$ cat src/rtl/core/shpc_pkg.sv
package shpc_pkg;

   // Default sizes, handed to the top level parameters
   localparam int SPEED_BITS_DEF = 16;
   localparam int TICK_BITS_DEF  = 16;

   // Pedal positions and config registers are Q0.16
   localparam int PEDAL_W    = 16;
   // Tick count is multiplied in chunks of this many bits
   localparam int DIGIT_W    = 16;
   // |dv| * 2 * 65536
   localparam int LEFT_SHIFT = 17;

   localparam int CFG_IDX_W  = 3;
   localparam int UPC_W      = 3;

   localparam logic [CFG_IDX_W-1:0] REG_GAS_STEP       = 3'd0;
   localparam logic [CFG_IDX_W-1:0] REG_BRAKE_STEP     = 3'd1;
   localparam logic [CFG_IDX_W-1:0] REG_BRAKE_RELEASE  = 3'd2;
   localparam logic [CFG_IDX_W-1:0] REG_GAS_ACTIVE     = 3'd3;
   localparam logic [CFG_IDX_W-1:0] REG_TICK_PERIOD    = 3'd4;

   localparam logic [PEDAL_W-1:0] GAS_STEP_RST      = 16'd655;
   localparam logic [PEDAL_W-1:0] BRAKE_STEP_RST    = 16'd1966;
   localparam logic [PEDAL_W-1:0] BRAKE_RELEASE_RST = 16'd655;
   localparam logic [PEDAL_W-1:0] GAS_ACTIVE_RST    = 16'd328;
   localparam logic [PEDAL_W-1:0] TICK_PERIOD_RST   = 16'd655;

   localparam logic PEDAL_GAS   = 1'b0;
   localparam logic PEDAL_BRAKE = 1'b1;

   localparam logic KIND_TICK   = 1'b0;
   localparam logic KIND_TOGGLE = 1'b1;

   typedef enum logic [2:0] {
      OP_NOP,
      OP_LOAD,
      OP_UPDATE,
      OP_MUL_PERIOD,
      OP_MUL_TICK,
      OP_ACCUM,
      OP_DECIDE,
      OP_EMIT
   } op_type;

   typedef enum logic [2:0] {
      C_NEVER,
      C_ALWAYS,
      C_NO_ACCEPT,
      C_NO_DECISION,
      C_MORE_DIGITS,
      C_OUT_BUSY
   } cond_type;

   typedef struct packed {
      op_type            op;
      cond_type          cond;
      logic [UPC_W-1:0]  target;
   } ucode_word_type;

   localparam logic [UPC_W-1:0] UPC_IDLE     = 3'd0;
   localparam logic [UPC_W-1:0] UPC_MUL_TICK = 3'd3;
   localparam logic [UPC_W-1:0] UPC_DECIDE   = 3'd5;

   // Control store: jump to target when cond holds, else fall through
   function automatic ucode_word_type ucode_rom(input logic [UPC_W-1:0] addr);
      ucode_word_type w;
      case (addr)
         3'd0:    w = '{op: OP_LOAD,       cond: C_NO_ACCEPT,   target: UPC_IDLE};
         3'd1:    w = '{op: OP_UPDATE,     cond: C_NO_DECISION, target: UPC_IDLE};
         3'd2:    w = '{op: OP_MUL_PERIOD, cond: C_NEVER,       target: UPC_IDLE};
         3'd3:    w = '{op: OP_MUL_TICK,   cond: C_NEVER,       target: UPC_IDLE};
         3'd4:    w = '{op: OP_ACCUM,      cond: C_MORE_DIGITS, target: UPC_MUL_TICK};
         3'd5:    w = '{op: OP_DECIDE,     cond: C_OUT_BUSY,    target: UPC_DECIDE};
         3'd6:    w = '{op: OP_EMIT,       cond: C_ALWAYS,      target: UPC_IDLE};
         default: w = '{op: OP_NOP,        cond: C_ALWAYS,      target: UPC_IDLE};
      endcase
      return w;
   endfunction

endpackage

$ cat src/rtl/core/speed_hold_pedal_controller_top.sv
// Channel  Handshake                Payload
// req      req_tvalid/req_tready    tuser: kind; tdata: speeds, gas, brake
// rsp      rsp_tvalid/rsp_tready    tuser: pedal; tdata: command_value
// csr      csr_valid/csr_ready      csr_index, csr_data
//
// Toggles, released ticks, unchanged ticks and on-target ticks end after accept and update.
// A changed tick off target steps through accept, update, err*period, one multiply and
// accumulate per 16-bit tick chunk, decide and emit.
// Reset clears the hold, the tick count (to 1) and loads config defaults.
// A stalled rsp holds the sequencer at its decide step; req is taken again
// while a finished word still waits on rsp.
module speed_hold_pedal_controller_top #(
   parameter int SPEED_BITS = shpc_pkg::SPEED_BITS_DEF,
   parameter int TICK_BITS  = shpc_pkg::TICK_BITS_DEF,
   localparam int REQ_DATA_W = ((2 * SPEED_BITS + 2 * shpc_pkg::PEDAL_W + 7) / 8) * 8
) (
   input  logic                              clock,
   input  logic                              reset,
   input  logic                              req_tvalid,
   output logic                              req_tready,
   // kind
   input  logic [0:0]                        req_tuser,
   // left_rear_speed, right_rear_speed, gas_position, brake_position, zero pad
   input  logic [REQ_DATA_W-1:0]             req_tdata,
   output logic                              rsp_tvalid,
   input  logic                              rsp_tready,
   // pedal
   output logic [0:0]                        rsp_tuser,
   // command_value
   output logic [shpc_pkg::PEDAL_W-1:0]      rsp_tdata,
   input  logic                              csr_valid,
   output logic                              csr_ready,
   input  logic [shpc_pkg::CFG_IDX_W-1:0]    csr_index,
   input  logic [shpc_pkg::PEDAL_W-1:0]      csr_data
);
   import shpc_pkg::*;

   localparam int SUM_W  = SPEED_BITS + 1;
   localparam int DIFF_W = SPEED_BITS + 2;
   localparam int MAG_W  = SPEED_BITS + 1;
   localparam int P1_W   = MAG_W + PEDAL_W;
   localparam int MUL_W  = P1_W + DIGIT_W;
   localparam int DIGITS = (TICK_BITS + DIGIT_W - 1) / DIGIT_W;
   localparam int TPAD_W = DIGITS * DIGIT_W;
   localparam int ACC_W  = P1_W + TPAD_W;
   localparam int DIG_CW = (DIGITS > 1) ? $clog2(DIGITS) : 1;

   // config
   logic [PEDAL_W-1:0] gas_step_ff, brake_step_ff, brake_release_ff;
   logic [PEDAL_W-1:0] gas_active_ff, tick_period_ff;

   // sequencer
   logic [UPC_W-1:0] upc_ff, upc_in;
   ucode_word_type   cw;
   logic             jump;

   // architectural state
   logic                    engaged_ff, engaged_in;
   logic signed [SUM_W-1:0] target_ff, target_in;
   logic signed [SUM_W-1:0] last_ff, last_in;
   logic [TICK_BITS-1:0]    ticks_ff, ticks_in;

   // item word
   logic                    kind_ff, kind_in;
   logic signed [SUM_W-1:0] sum_ff, sum_in;
   logic [PEDAL_W-1:0]      gas_ff, gas_in, brake_ff, brake_in;

   // datapath
   logic                 dv_neg_ff, dv_neg_in, err_neg_ff, err_neg_in;
   logic [MAG_W-1:0]     adv_ff, adv_in, aerr_ff, aerr_in;
   logic [TPAD_W-1:0]    tick_pad_ff, tick_pad_in;
   logic [P1_W-1:0]      p1_ff, p1_in;
   logic [MUL_W-1:0]     prod_ff, prod_in;
   logic [ACC_W-1:0]     acc_ff, acc_in;
   logic [DIG_CW-1:0]    dig_ff, dig_in;
   logic                 res_hit_ff, res_hit_in, res_pedal_ff, res_pedal_in;
   logic [PEDAL_W-1:0]   res_value_ff, res_value_in;

   // output register
   logic                 rsp_valid_ff, rsp_valid_in, rsp_pedal_ff, rsp_pedal_in;
   logic [PEDAL_W-1:0]   rsp_value_ff, rsp_value_in;

   logic                     req_accept;
   logic signed [SPEED_BITS-1:0] left_s, right_s;
   logic signed [DIFF_W-1:0] dv, err;
   logic                     no_decision, more_digits, out_busy, fast;
   logic [P1_W-1:0]          mul_a;
   logic [DIGIT_W-1:0]       mul_b, tick_digit;
   logic [MUL_W-1:0]         mul_out;
   logic [ACC_W-1:0]         left_ext;
   logic [PEDAL_W:0]         gas_up, brake_up;

   assign cw         = ucode_rom(upc_ff);
   assign req_tready = (upc_ff == UPC_IDLE);
   assign req_accept = req_tvalid && req_tready;
   assign csr_ready  = 1'b1;

   assign left_s  = req_tdata[SPEED_BITS-1:0];
   assign right_s = req_tdata[2*SPEED_BITS-1:SPEED_BITS];
   assign sum_in  = SUM_W'(left_s) + SUM_W'(right_s);
   assign kind_in  = req_tuser[0];
   assign gas_in   = req_tdata[2*SPEED_BITS +: PEDAL_W];
   assign brake_in = req_tdata[2*SPEED_BITS+PEDAL_W +: PEDAL_W];

   assign dv  = DIFF_W'(sum_ff) - DIFF_W'(last_ff);
   assign err = DIFF_W'(target_ff) - DIFF_W'(sum_ff);

   assign no_decision = (kind_ff == KIND_TOGGLE) || !engaged_ff || (dv == '0) || (err == '0);
   assign more_digits = (dig_ff != DIG_CW'(DIGITS - 1));
   assign out_busy    = rsp_valid_ff && !rsp_tready;

   // one shared multiplier: err * period first, then err*period * tick chunk
   assign tick_digit = tick_pad_ff[dig_ff*DIGIT_W +: DIGIT_W];
   assign mul_a   = (cw.op == OP_MUL_TICK) ? p1_ff : P1_W'(aerr_ff);
   assign mul_b   = (cw.op == OP_MUL_TICK) ? tick_digit : tick_period_ff;
   assign mul_out = MUL_W'(mul_a) * MUL_W'(mul_b);

   // fast when |err|*period*ticks < |dv|*2^17
   assign left_ext = ACC_W'(adv_ff) << LEFT_SHIFT;
   assign fast     = (acc_ff < left_ext);

   assign gas_up   = {1'b0, gas_ff} + {1'b0, gas_step_ff};
   assign brake_up = {1'b0, brake_ff} + {1'b0, brake_step_ff};

   always_comb begin
      case (cw.cond)
         C_NEVER:       jump = 1'b0;
         C_ALWAYS:      jump = 1'b1;
         C_NO_ACCEPT:   jump = !req_accept;
         C_NO_DECISION: jump = no_decision;
         C_MORE_DIGITS: jump = more_digits;
         C_OUT_BUSY:    jump = out_busy;
         default:       jump = 1'b1;
      endcase
      upc_in = jump ? cw.target : upc_ff + UPC_W'(1);
   end

   always_comb begin
      engaged_in   = engaged_ff;
      target_in    = target_ff;
      last_in      = last_ff;
      ticks_in     = ticks_ff;
      dv_neg_in    = dv_neg_ff;
      err_neg_in   = err_neg_ff;
      adv_in       = adv_ff;
      aerr_in      = aerr_ff;
      tick_pad_in  = tick_pad_ff;
      p1_in        = p1_ff;
      prod_in      = prod_ff;
      acc_in       = acc_ff;
      dig_in       = dig_ff;
      res_hit_in   = res_hit_ff;
      res_pedal_in = res_pedal_ff;
      res_value_in = res_value_ff;
      rsp_valid_in = rsp_valid_ff && !rsp_tready;
      rsp_pedal_in = rsp_pedal_ff;
      rsp_value_in = rsp_value_ff;

      case (cw.op)
         OP_UPDATE: begin
            dv_neg_in   = dv[DIFF_W-1];
            err_neg_in  = err[DIFF_W-1];
            adv_in      = dv[DIFF_W-1] ? MAG_W'(-dv) : MAG_W'(dv);
            aerr_in     = err[DIFF_W-1] ? MAG_W'(-err) : MAG_W'(err);
            tick_pad_in = TPAD_W'(ticks_ff);
            acc_in      = '0;
            dig_in      = '0;
            if (kind_ff == KIND_TOGGLE) begin
               engaged_in = !engaged_ff;
               if (!engaged_ff) begin
                  target_in = sum_ff;
                  last_in   = sum_ff;
                  ticks_in  = TICK_BITS'(1);
               end
            end else if (engaged_ff) begin
               if (dv == '0) begin
                  if (!(&ticks_ff)) begin
                     ticks_in = ticks_ff + TICK_BITS'(1);
                  end
               end else begin
                  last_in  = sum_ff;
                  ticks_in = TICK_BITS'(1);
               end
            end
         end
         OP_MUL_PERIOD: p1_in   = mul_out[P1_W-1:0];
         OP_MUL_TICK:   prod_in = mul_out;
         OP_ACCUM: begin
            acc_in = acc_ff + (ACC_W'(prod_ff) << (dig_ff * DIGIT_W));
            if (more_digits) begin
               dig_in = dig_ff + DIG_CW'(1);
            end
         end
         OP_DECIDE: begin
            // same signs of err and dv: act only when closing in too fast
            res_hit_in = (err_neg_ff != dv_neg_ff) || fast;
            if (dv_neg_ff) begin
               if (brake_ff > brake_release_ff) begin
                  res_pedal_in = PEDAL_BRAKE;
                  res_value_in = '0;
               end else begin
                  res_pedal_in = PEDAL_GAS;
                  res_value_in = gas_up[PEDAL_W] ? '1 : gas_up[PEDAL_W-1:0];
               end
            end else begin
               if (gas_ff > gas_active_ff) begin
                  res_pedal_in = PEDAL_GAS;
                  res_value_in = (gas_ff > brake_step_ff) ? gas_ff - brake_step_ff : '0;
               end else begin
                  res_pedal_in = PEDAL_BRAKE;
                  res_value_in = brake_up[PEDAL_W] ? '1 : brake_up[PEDAL_W-1:0];
               end
            end
         end
         OP_EMIT: begin
            rsp_valid_in = res_hit_ff;
            rsp_pedal_in = res_pedal_ff;
            rsp_value_in = res_value_ff;
         end
         default: ;
      endcase
   end

   always_ff @(posedge clock) begin
      if (reset) begin
         upc_ff           <= UPC_IDLE;
         engaged_ff       <= 1'b0;
         target_ff        <= '0;
         last_ff          <= '0;
         ticks_ff         <= TICK_BITS'(1);
         rsp_valid_ff     <= 1'b0;
         gas_step_ff      <= GAS_STEP_RST;
         brake_step_ff    <= BRAKE_STEP_RST;
         brake_release_ff <= BRAKE_RELEASE_RST;
         gas_active_ff    <= GAS_ACTIVE_RST;
         tick_period_ff   <= TICK_PERIOD_RST;
      end else begin
         upc_ff       <= upc_in;
         engaged_ff   <= engaged_in;
         target_ff    <= target_in;
         last_ff      <= last_in;
         ticks_ff     <= ticks_in;
         rsp_valid_ff <= rsp_valid_in;
         if (csr_valid && csr_ready) begin
            case (csr_index)
               REG_GAS_STEP:      gas_step_ff      <= csr_data;
               REG_BRAKE_STEP:    brake_step_ff    <= csr_data;
               REG_BRAKE_RELEASE: brake_release_ff <= csr_data;
               REG_GAS_ACTIVE:    gas_active_ff    <= csr_data;
               REG_TICK_PERIOD:   tick_period_ff   <= csr_data;
               default: ;
            endcase
         end
      end
   end

   always_ff @(posedge clock) begin
      if (cw.op == OP_LOAD && req_accept) begin
         kind_ff  <= kind_in;
         sum_ff   <= sum_in;
         gas_ff   <= gas_in;
         brake_ff <= brake_in;
      end
      dv_neg_ff    <= dv_neg_in;
      err_neg_ff   <= err_neg_in;
      adv_ff       <= adv_in;
      aerr_ff      <= aerr_in;
      tick_pad_ff  <= tick_pad_in;
      p1_ff        <= p1_in;
      prod_ff      <= prod_in;
      acc_ff       <= acc_in;
      dig_ff       <= dig_in;
      res_hit_ff   <= res_hit_in;
      res_pedal_ff <= res_pedal_in;
      res_value_ff <= res_value_in;
      rsp_pedal_ff <= rsp_pedal_in;
      rsp_value_ff <= rsp_value_in;
   end

   assign rsp_tvalid   = rsp_valid_ff;
   assign rsp_tuser[0] = rsp_pedal_ff;
   assign rsp_tdata    = rsp_value_ff;

`ifndef SYNTHESIS
   a_ticks_nonzero: assert property (@(posedge clock) disable iff (reset)
      ticks_ff != '0)
      else $error("unchanged tick count reached zero");

   a_emit_free: assert property (@(posedge clock) disable iff (reset)
      (cw.op == OP_EMIT) |-> !rsp_valid_ff)
      else $error("emit step would overwrite a pending response");

   a_mul_operands: assert property (@(posedge clock) disable iff (reset)
      (cw.op == OP_MUL_PERIOD) |-> (adv_ff != '0) && (aerr_ff != '0) && engaged_ff)
      else $error("multiply pass entered without a speed change and error");

   a_digit_range: assert property (@(posedge clock) disable iff (reset)
      (cw.op == OP_MUL_TICK) |-> (dig_ff <= DIG_CW'(DIGITS - 1)))
      else $error("tick chunk index out of range");
`endif

endmodule
$ cat config.mk
export PLATFORM = sky130hd
export DESIGN_NAME = speed_hold_pedal_controller_top
export DESIGN_NICKNAME = d
export VERILOG_FILES = /design/src/rtl/core/shpc_pkg.sv /design/src/rtl/core/speed_hold_pedal_controller_top.sv
export SDC_FILE = /design/constraint.sdc
export NUM_CORES = 2
export LEC_CHECK = 0
export ABC_AREA = 0
export CAP_MARGIN = 20
export CORE_UTILIZATION = 45
export DETAILED_ROUTE_END_ITERATION = 8
export DONT_BUFFER_PORTS = 1
export SLEW_MARGIN = 20
export SYNTH_ARGS = -nofsm -noshare
export SYNTH_HDL_FRONTEND = slang
export SYNTH_SLANG_ARGS = --single-unit
$ cat constraint.sdc
create_clock -name clock -period 8.85 [get_ports clock]
set_input_delay 0 -clock clock [delete_from_list [all_inputs] [get_ports clock]]
set_output_delay 0 -clock clock [all_outputs]
set_load 0.02 [all_outputs]
==> impl_metrics.py <==
metrics = {
    "status": {
        "status": "finished, final reports clean",
    },
    "place": {
        "dp_cells": 5387,
        "preCtsSetupSlack_ns": 0.206,
        "post-dp-hpwl_um": 88000,
        "port_buffers": 0,
        "gp_congestion": 0.923,
        "placed_area_mm2": 0.0412,
    },
    "timing": {
        "min_period_ns": 8.40,
        "relSlewSlack_pct": 26.4,
        "finalSetupViolCount": 0,
        "setup_tns_ns": 0,
        "fin_skew_ns": 0.0268,
        "grt_setup_unrepaired": "false",
        "tightest_slew_ns": 1.10,
        "min_period_over_period_pct": 94.9,
        "slew_viol_final": 0,
        "hold_viol_final": 0,
        "fin_ws_ns": 0.454,
        "fmax_mhz": 119,
    },
    "yosys": {
        "synth_common_cells": "nand2_1, inv_1, fa_1",
        "synth_area_leaders": "fa_1, edfxtp_1, ha_1",
        "yosys.area_share.simple_pct": 16.4,
        "synth_compound_area_share_pct": 11.7,
        "post-synth-top-count-cell": "nand2_1",
        "synth_edf_count": 268,
        "synthMuxAreaShare_pct": 1.09,
        "synth_area_per_cell_um2": 9.25,
        "ys_types": 86,
        "mappedNetlistArea_mm2": 0.0396,
        "synth_top_area_share_pct": 22.2,
        "synth_fa_ha_area_share_pct": 32.4,
        "synth_top_flop_cell": "edfxtp_1",
        "yosysTopAreaCell": "fa_1",
        "synth_xor_area_share_pct": 4.19,
        "ys_seq_area_share_pct": 27.1,
        "synth_nets": 5138,
        "yosys_warnings": 0,
        "ys_ff_latch": 403,
        "syn_inst": 4287,
        "synth_top_family_by_area": "adder cells",
        "async_flop_share_pct": 0,
    },
    "layout": {
        "register_area_mm2": 0.0108,
        "area.growth.synth_to_final_pct": 11.7,
        "fill_cells": 8203,
        "fin_cells": 5605,
        "multi_input_area_mm2": 0.0261,
        "drive_gt1_share_pct": 5.10,
        "fin_nets": 5262,
        "design_area_mm2": 0.0443,
    },
    "global_route": {
        "grt-ovfl-total": 0,
        "grt_max_degree": 128,
        "gr-usage-all-layers_pct": 25.5,
        "grt_pass1_vias": 30800,
        "antenna_found_initial": 4,
        "grt_pass1_wl_um": 177000,
    },
    "clock_tree": {
        "numClockSinks": 403,
        "cts_inserted_buffers": 46,
        "clkTransAtPathRegs_ns": 0.06,
        "ctsHtreeMaxLevel": 2,
        "cts_tree": "yes",
        "clkLatencyLatePin_ns": 0.60,
        "clk_path_buf_depth": 3,
        "root_buffer": "clkbuf_16",
    },
    "critical_path": {
        "slowest_stage": "a21o_1",
        "cp.required_ns": 9.17,
        "critical_path_buf_inv_count": 8,
        "worstSetupEndpointType": "flop",
        "crit_path_start_kind": "flop",
        "crit_family": "adder cells",
        "cpPeakStageDelay_ns": 0.53,
        "critPathKind": "reg -> reg",
        "crit_fanout": 42,
        "arrival_ns": 8.72,
    },
    "drt": {
        "wl_per_cell_um": 19.9,
        "ant_nets": 0,
        "initialDrtViolationCount": 2316,
        "first_pass_iters": 7,
        "drc": 0,
        "vias": 30600,
        "viasPerCell": 5.45,
        "wirelength_um": 112000,
    },
    "die": {
        "die_height_um": 299,
        "die_area_mm2": 0.0893,
        "initial_utilization_pct": 45.6,
        "core-area_mm2": 0.0870,
        "rows": 108,
        "fp.dieW_um": 299,
        "io_pins": 109,
    },
    "worst_hold_path": {
        "min_path_type": "in -> reg",
    },
    "run": {
        "cap_violations": 0,
    },
}
==> cells in the final DEF (no fill, tap or decap), drive strengths merged, types with 38 or more instances in the layout <==
cell / synthesis / layout
o21a: 38 / 38
fa: 439 / 439
buf: 11 / 84
edfxtp: 268 / 268
a21o: 91 / 91
o21ai: 126 / 126
a21oi: 262 / 262
nand3: 42 / 42
dlygate4sd3: 0 / 130
and3: 45 / 45
and2: 103 / 103
xor2: 70 / 70
ha: 323 / 323
dfxtp: 135 / 135
inv: 610 / 615
nor2: 309 / 309
clkbuf: 127 / 48
nand2: 640 / 640
mux2i: 41 / 41
nor3: 67 / 67
xnor2: 119 / 119
==> timing repair <==
| action | 4_1_cts | 5_1_grt |
|---|---|---|
| endpoints found under the setup margin | 0 | 10 |
| hold buffers | 131 | 0 |
| endpoints found under the hold margin | 185 | 0 |
| resized for setup | 0 | 11 |
| setup buffers | 0 | 0 |
==> final cells by class <==
type                            count  area share [%]
Multi-Input combinational cell   3136            59.0
Tap cell                         1155            3.26
Clock inverter                     37            1.15
Sequential cell                   403            24.3
Timing Repair Buffer              214            4.45
Inverter                          610            5.17
Antenna cell                        2          0.0113
Clock buffer                       48            2.64
==> cells by family after synthesis <==
kind of cell	after synthesis
multiplexers	43
buffers and inverters	748
XOR/XNOR	189
AO/OA/AOI/OAI	725
other	1
adder cells (fa/ha/maj)	762
flip-flops	403
AND/OR/NAND/NOR	1416
==> worst register-to-register path, delay by kind of cell (launching register included) <==
family | cells | cell delay, ns
fa+ha+maj | 8 | 3.33
compound gates | 9 | 2.48
buf+inv | 8 | 1.01
simple gates | 5 | 0.81
flops | 1 | 0.41
xor+xnor | 1 | 0.10
==> layer usage <==
layer  wire length, um  track usage, %  up-vias
li1                  -               -    14400
met1             50000            35.0    15100
met2             51800            41.8      862
met3              6660            3.83      175
met4              3190            7.12        2
met5                13               0        -
==> final timing paths <==
path	from	to	slack, ns	cells after the start
setup / recovery	upc_ff[0]$_SDFF_PP0_	prod_ff[41]$_DFFE_PP_	0.45	31
hold / removal	req_tdata[40]	gas_ff[8]$_DFFE_PP_	0.04	1
setup reg to reg	upc_ff[0]$_SDFF_PP0_	prod_ff[41]$_DFFE_PP_	0.45	31
hold reg to reg	res_value_ff[6]$_DFFE_PN_	rsp_tdata[6]$_DFFE_PP_	0.43	0
==> stage by stage <==
| stage | hold WS (ns) | utilization, % |
|---|---|---|
| floorplan | 0.0989 | - |
| global placement | 0.0824 | 47.3 |
| detailed placement | 0.0838 | 47.3 |
| CTS | 0.000790 | 50.8 |
| global route | 0.0132 | 50.9 |
| finish | 0.0367 | 50.9 |
==> state kept, by name, summed over array words and instances, names as in the netlist, 17 cells and up <==
name and count:
acc_ff 49, prod_ff 49, p1_ff 33, adv_ff 17, aerr_ff 17, last_ff 17, sum_ff 17, target_ff 17
Power is not shown: default switching activity piles up to over one toggle a cycle in this logic, so the estimate is an artifact.
